==> src/hw/rtl/lrfd_pkg.sv <==
`default_nettype none
package lrfd_pkg;

  localparam int FRAME_WIDTH  = 64;
  localparam int FRAME_HEIGHT = 64;
  localparam int PIX_COUNT    = FRAME_WIDTH * FRAME_HEIGHT;
  localparam int ADDR_W       = $clog2(PIX_COUNT);
  localparam int COORD_W      = 6;
  localparam int COLOR_W      = 8;
  localparam int PIX_W        = 3 * COLOR_W;
  localparam int CFG_IDX_W    = 2;

  typedef enum logic [1:0] {
    OP_PLOT = 2'd0,
    OP_LINE = 2'd1,
    OP_RECT = 2'd2,
    OP_READ = 2'd3
  } op_t;

  typedef enum logic [CFG_IDX_W-1:0] {
    CFG_PEN_RED   = 2'd0,
    CFG_PEN_GREEN = 2'd1,
    CFG_PEN_BLUE  = 2'd2
  } cfg_idx_t;

  typedef enum logic [2:0] {
    SEG_LINE   = 3'd0,
    SEG_TOP    = 3'd1,
    SEG_LEFT   = 3'd2,
    SEG_RIGHT  = 3'd3,
    SEG_BOTTOM = 3'd4
  } seg_t;

  typedef struct packed {
    op_t                op;
    logic [COORD_W-1:0] start_x;
    logic [COORD_W-1:0] start_y;
    logic [COORD_W-1:0] end_x;
    logic [COORD_W-1:0] end_y;
  } in_item_t;

  typedef struct packed {
    logic [COLOR_W-1:0] read_red;
    logic [COLOR_W-1:0] read_green;
    logic [COLOR_W-1:0] read_blue;
  } out_item_t;

  typedef struct packed {
    logic clr_step;
    logic load_item;
    logic plot;
    logic seg_load;
    logic seg_step;
    logic rd_issue;
    logic out_load;
    seg_t seg_sel;
  } dp_cmd_t;

  typedef struct packed {
    logic clr_done;
    logic seg_done;
  } dp_stat_t;

endpackage
`default_nettype wire

==> src/hw/rtl/lrfd_ctrl.sv <==
`default_nettype none
module lrfd_ctrl (
  input  wire                logic clk,
  input  wire                logic rst_n,
  input  wire                logic in_valid,
  output logic                     in_ready,
  input  wire  lrfd_pkg::op_t      in_op,
  output logic                     out_valid,
  input  wire                logic out_ready,
  output lrfd_pkg::dp_cmd_t        cmd,
  input  wire  lrfd_pkg::dp_stat_t stat
);
  import lrfd_pkg::*;

  typedef enum logic [6:0] {
    S_CLEAR    = 7'b0000001,
    S_IDLE     = 7'b0000010,
    S_PLOT     = 7'b0000100,
    S_SEG_LOAD = 7'b0001000,
    S_SEG_RUN  = 7'b0010000,
    S_READ     = 7'b0100000,
    S_DONE     = 7'b1000000
  } state_t;

  state_t state_r, state_nxt;
  seg_t   seg_r, seg_nxt;
  logic   out_valid_r, out_valid_nxt;

  always_comb begin
    state_nxt     = state_r;
    seg_nxt       = seg_r;
    cmd           = '0;
    cmd.seg_sel   = seg_r;
    in_ready      = 1'b0;
    out_valid_nxt = out_valid_r & ~out_ready;
    unique case (state_r)
      S_CLEAR: begin
        cmd.clr_step = 1'b1;
        if (stat.clr_done) state_nxt = S_IDLE;
      end
      S_IDLE: begin
        in_ready = 1'b1;
        if (in_valid) begin
          cmd.load_item = 1'b1;
          case (in_op)
            OP_PLOT: state_nxt = S_PLOT;
            OP_LINE: begin
              seg_nxt   = SEG_LINE;
              state_nxt = S_SEG_LOAD;
            end
            OP_RECT: begin
              seg_nxt   = SEG_TOP;
              state_nxt = S_SEG_LOAD;
            end
            default: state_nxt = S_READ;
          endcase
        end
      end
      S_PLOT: begin
        cmd.plot  = 1'b1;
        state_nxt = S_DONE;
      end
      S_SEG_LOAD: begin
        cmd.seg_load = 1'b1;
        state_nxt    = S_SEG_RUN;
      end
      S_SEG_RUN: begin
        if (stat.seg_done) begin
          case (seg_r)
            SEG_TOP: begin
              seg_nxt   = SEG_LEFT;
              state_nxt = S_SEG_LOAD;
            end
            SEG_LEFT: begin
              seg_nxt   = SEG_RIGHT;
              state_nxt = S_SEG_LOAD;
            end
            SEG_RIGHT: begin
              seg_nxt   = SEG_BOTTOM;
              state_nxt = S_SEG_LOAD;
            end
            default: state_nxt = S_DONE;
          endcase
        end else begin
          cmd.seg_step = 1'b1;
        end
      end
      S_READ: begin
        cmd.rd_issue = 1'b1;
        state_nxt    = S_DONE;
      end
      S_DONE: begin
        if (!out_valid_r || out_ready) begin
          cmd.out_load  = 1'b1;
          out_valid_nxt = 1'b1;
          state_nxt     = S_IDLE;
        end
      end
      default: state_nxt = S_CLEAR;
    endcase
  end

  always_ff @(posedge clk) begin
    if (!rst_n) begin
      state_r     <= S_CLEAR;
      seg_r       <= SEG_LINE;
      out_valid_r <= 1'b0;
    end else begin
      state_r     <= state_nxt;
      seg_r       <= seg_nxt;
      out_valid_r <= out_valid_nxt;
    end
  end

  assign out_valid = out_valid_r;

endmodule
`default_nettype wire

==> config.mk <==
export PLATFORM = sky130hd
export DESIGN_NAME = lrfd_ctrl
export DESIGN_NICKNAME = d
export VERILOG_FILES = /design/src/hw/rtl/lrfd_pkg.sv /design/src/hw/rtl/lrfd_ctrl.sv
export SDC_FILE = /design/constraint.sdc
export NUM_CORES = 1
export LEC_CHECK = 0
export ABC_AREA = 1
export BUFFER_PORTS_ARGS = -buffer_cell sky130_fd_sc_hd__buf_2
export CAP_MARGIN = 20
export CORE_MARGIN = 2
export CORE_UTILIZATION = 46
export DETAILED_ROUTE_END_ITERATION = 10
export GPL_TIMING_DRIVEN = 0
export PLACE_DENSITY_LB_ADDON = 0.1
export SYNTH_ARGS = -nofsm -noshare
export SYNTH_HDL_FRONTEND = slang
export SYNTH_SLANG_ARGS = --single-unit
==> constraint.sdc <==
create_clock -name clk -period 1.3 [get_ports clk]
set_input_delay 0.065 -clock clk [delete_from_list [all_inputs] [get_ports clk]]
set_output_delay 0.065 -clock clk [all_outputs]
set_load 0.02 [all_outputs]
Yosys cells after proc, flatten, opt, wreduce, memory -nomap -nowiden. Cells that the tools add are included.

Equal/unequal tests: 18. Muxes and demuxes: 25. Bitwise gates (word level): 2. Reductions and logical operators: 9.

Operator list (number): case mux 7 bit (6 select lines) (1); 2-to-1 mux 7 bit (5); 2-to-1 mux 1 bit (13); case mux 3 bit (2 select lines) (2); case mux 6 bit (2 select lines) (1); case mux 3 bit (3 select lines) (1); inequality test 2 bit (second input constant) (4); equality test 7 x 1 -> 1 bit (second input constant) (1); equality test 7 x 2 -> 1 bit (second input constant) (1); equality test 7 x 3 -> 1 bit (second input constant) (1); equality test 7 x 4 -> 1 bit (second input constant) (1); equality test 7 x 5 -> 1 bit (second input constant) (1); equality test 7 x 6 -> 1 bit (second input constant) (1); equality test 7 bit (second input constant) (1); equality test 3 x 2 -> 1 bit (second input constant) (2); 2-to-1 mux 3 bit (2); AND reduction 5 bit (1); inequality test 4 x 1 -> 1 bit (second input constant) (1); AND reduction 4 bit (1); OR reduction 2 bit (2); equality test 3 x 1 -> 1 bit (second input constant) (1); inequality test 3 x 1 -> 1 bit (second input constant) (1); OR reduction 3 bit (1); equality test 2 x 1 -> 1 bit (second input constant) (1); other kinds (7) (7).

Flip-flop bits (word level): 11. Bits of input ports: 8. Output and inout port bits: 12. Word-level logic and storage cells: 57.

Depth between registers and ports, before layout.
Word-level depth: 5. Gate-level depth with buffers: 10. Mapped depth without buffers: 10.

Worst setup path after synthesis. OpenSTA, ideal clock, no wires.

Kind: flip-flop to flip-flop. Start: register state_r[5]. End: register state_r[6]. Setup time: 70 ps. Arrival: 1397 ps. Data required time: 1230 ps. Path slack: -166 ps. Stages on the path, launching flop included: 7. Path buffers: 0. Clock period less this slack: 1466 ps. Cells stage by stage: dfxtp_1 > inv_2 > nor3_1 > nor2_1 > nand2_1 > nand2_1 > a21oi_1.

Cells in the longest elaborated chain, start to end: 3. Elaborated cells on any way between the ends: 14. Those cells by class: eq/ne (11); mux (1); reduce/logical (2).

Ends and longest elaborated chain: start, declared (RTL line lrfd_ctrl.sv:25) `state_t state_r, state_nxt;`; start signal, assigned (RTL line lrfd_ctrl.sv:109) `state_r <= state_nxt;`; equality test 7 x 6 -> 1 bit, or another cell as far along (RTL line lrfd_ctrl.sv:36) `unique case (state_r)`; OR reduction 2 bit (no line) / inequality test 2 bit (equally long branches); case mux 7 bit (6 select lines) / AND reduction 4 bit (equally long branches).

Several ways; a longest one is shown, not always the timed one. A chain may end at the register's enable or synchronous reset.

Worst setup path in the final report.
Start: register state_r[4]. End: register state_r[6].

The elaborated chain is that of the path after synthesis.

==> key figures <==
Detailed routing
  – Initial detailed-routing violation count: 14
  – Via density per instance: 5.05
  – DRC viols: 0
  – DRT Pass-1 Iters: 5
  – Avg WL per Cell: 13.3 µm
  – Antenna Nets Post-Route: 0
  – Final WL: 2210 µm
  – Routed via count: 838

STA
  – # setup viols final: 9
  – Measured slew at the worst slew-check pin: 0.342 ns
  – Max Slew Vio Count: 0
  – Final WS setup: -0.0752 ns
  – Slew HR: 0.771
  – Final hold vios: 0
  – RSZ-0062 raised after global routing: yes
  – Final period util: 1.06
  – Post-layout minimum cycle time: 1.38 ns
  – Fin Hold WS: 0.0691 ns
  – Max Clock Skew: 0.00662 ns
  – Maximum clock rate: 727 MHz

Clocking
  – Root Buffer: clkbuf_4
  – Cts hold-fix bufs: 0
  – Htree depth: 1
  – CTS buffer count: 3
  – Clock sinks: 11
  – Clk slew on worst S/H paths: 0.07 ns
  – Clock buffer depth: 2
  – Clk Latency, worst-skew pair: 0.28 ns
  – CTS tree: done

Critical path
  – R2R setup slack: -0.08 ns
  – CP Class: flip-flop to flip-flop
  – Reg2reg start: state_r[4]$_SDFFE_PN0P_
  – CP max FO: 6
  – Crit path required time: 1.51 ns
  – Endpoint class of the critical path: flip-flop
  – CP Launch Type: flip-flop
  – Worst reg2reg endpoint: state_r[6]$_SDFFE_PN0P_
  – Critical Path AT: 1.58 ns
  – R2R cell count: 9

Cells and area
  – Antenna diodes: 0
  – Final nets: 163
  – Non-filler instance count after layout: 166
  – Share of cells above drive strength 1: 0.547
  – P&R area growth vs syn: 55.9%

Power and ir drop
  – Leak pwr: 0.000617 µW
  – Cell Pwr Density: 951 nW/µm²
  – Peak VDD IR: 711 µV

Die
  – Die footprint: 2060 µm²
  – Initial Util: 0.506
  – Ports: 20
  – Core Rows: 14
  – Vert. Die Dim: 45.4 µm
  – Die Wd: 45.4 µm
  – Core ar.: 1560 µm²

Status
  – Failing checks: negative setup slack
  – Outcome: finished, violations left

Placed design
  – IO Port Bufs: 19
  – Placed cells: 150
  – Gpl congestion: 0.756
  – Final HPWL DP: 1320 µm

Synth
  – Syn. warnings: 0
  – Synth area leaders: dfxtp_1 28%, inv_1 10%, nor2_1 8.1%
  – Area share of the largest cell type after synthesis: 0.279
  – Area leader, netlist: dfxtp_1
  – Library cells used by synthesis: 19
  – Syn_area_per_cell: 6.85 µm²
  – Post-synthesis sequential area ratio: 0.279
  – Netlist Area Pre-Place: 788 µm²
  – Post-Synthesis Cells: 115
  – Syn_nets: 127
  – FF+latch count, synth: 11

Hold path
  – HP Start: rst_n
  – Hold depth: 2
  – Hold endpoint: state_r[0]$_SDFFE_PN1P_
  – Worst hold path class: input port to flip-flop

Global routing
  – Initial antenna violation count: 0
  – GRT Total Usage: 0.218
  – Number of global-route vias before repair: 786
  – Total gr overflow: 0
  – First-pass GRT wire length: 3210 µm
  – Largest net degree at the start of global routing: 8

Job
  – Max Cap Viol: 0
## report_power, final
group | total (µW) | internal (µW) | switching (µW)
clock | 241 | 119 | 122
sequential | 400 | 366 | 33.7
combinational | 528 | 209 | 319
total | 1170 | 694 | 475
## synth_stat cells
cell / n
nand2_4: 2
nand4_1: 5
inv_2: 4
nor2_2: 3
ha_1: 4
nand3_4: 1
nor2_4: 3
nand2_2: 5
o21ai_0: 3
nand2_1: 16
o21bai_1: 2
nand3_1: 7
inv_1: 21
nor2_1: 17
dfxtp_1: 11
nand3_2: 2
nor3_1: 4
nor2_8: 1
a21oi_1: 4
## layer usage
| metal | up-vias | track usage | wire [µm] |
|---|---|---|---|
| li1 | 431 | - | - |
| met5 | - | 0 | 0 |
| met3 | 6 | 0.0476 | 85 |
| met2 | 22 | 0.397 | 1220 |
| met4 | 0 | 0.0882 | 27 |
| met1 | 379 | 0.241 | 870 |
## logic make-up (layout without fill, tap and decap cells)
family | after synthesis | in the layout | synth area share
buffers and inverters | 25 | 60 | 0.119
AOI/OAI and AO/OA | 9 | 9 | 0.0635
and+or+nand+nor | 66 | 66 | 0.475
DFF | 11 | 11 | 0.279
adders and majority gates | 4 | 4 | 0.0635
## layout by cell type, fill, tap and decap left out, types with 5 or more instances in the layout
master	synthesis	layout
inv_1	21	16
buf_2	0	11
buf_4	0	10
nand2_2	5	5
nand2_4	2	6
nor2_1	17	14
nand4_1	5	5
buf_6	0	10
nand2_1	16	12
inv_2	4	7
nor2_4	3	8
## flip-flops by register name, summed over array words and instances, names as in the netlist
signal	count
out_valid	1
seg_r	3
state_r	7
## stage by stage
step	total power (µW)	instance area (µm²)	worst slack (ns)	TNS (ns)	util
finish	1170	1230	-0.0752	-0.380	0.788
global route	1230	1230	-0.135	-1.13	0.788
CTS	1080	1090	-0.0527	-0.104	0.698
detailed placement	762	908	-0.0502	-0.0614	0.583
global placement	755	908	-0.0510	-0.0795	0.583
floorplan	673	793	0.0255	0	-
## worst max-delay path by stage
| stage | start | end | slack [ns] | cells after the start |
|---|---|---|---|---|
| floorplan | state_r[6]$_SDFFE_PN0P_ | state_r[6]$_SDFFE_PN0P_ | 0.03 | 9 |
| global placement | state_r[2]$_SDFFE_PN0P_ | seg_r[0]$_SDFFE_PN0P_ | -0.05 | 10 |
| detailed placement | state_r[2]$_SDFFE_PN0P_ | seg_r[0]$_SDFFE_PN0P_ | -0.05 | 10 |
| CTS | state_r[6]$_SDFFE_PN0P_ | cmd[6] | -0.05 | 6 |
| global route | state_r[4]$_SDFFE_PN0P_ | state_r[6]$_SDFFE_PN0P_ | -0.14 | 9 |
| finish | state_r[4]$_SDFFE_PN0P_ | state_r[6]$_SDFFE_PN0P_ | -0.08 | 9 |
## timing repair
item,in CTS,in global routing
resized for setup,30,34
pin swaps,11,14
endpoints found under the setup margin,11,18
setup buffers,10,2
## worst max-delay path, cell delays in order, from the launching register on
cell and delay [ns]:
dfxtp_2 0.37, inv_2 0.05, nand2_4 0.09, nor2_8 0.05, buf_4 0.15, nand4_1 0.10
nand2_2 0.09, nor2_4 0.18, nand2_1 0.09, a21oi_1 0.13
## cell type report
cell class	count	area (µm²)
fill	114	330
sequential	11	239
timing repair buffer	31	243
inverter	25	104
multi-input combinational	79	597
clock buffer	4	26.3
tap	16	20.0
Note: power is estimated with default switching activity, not from simulation.
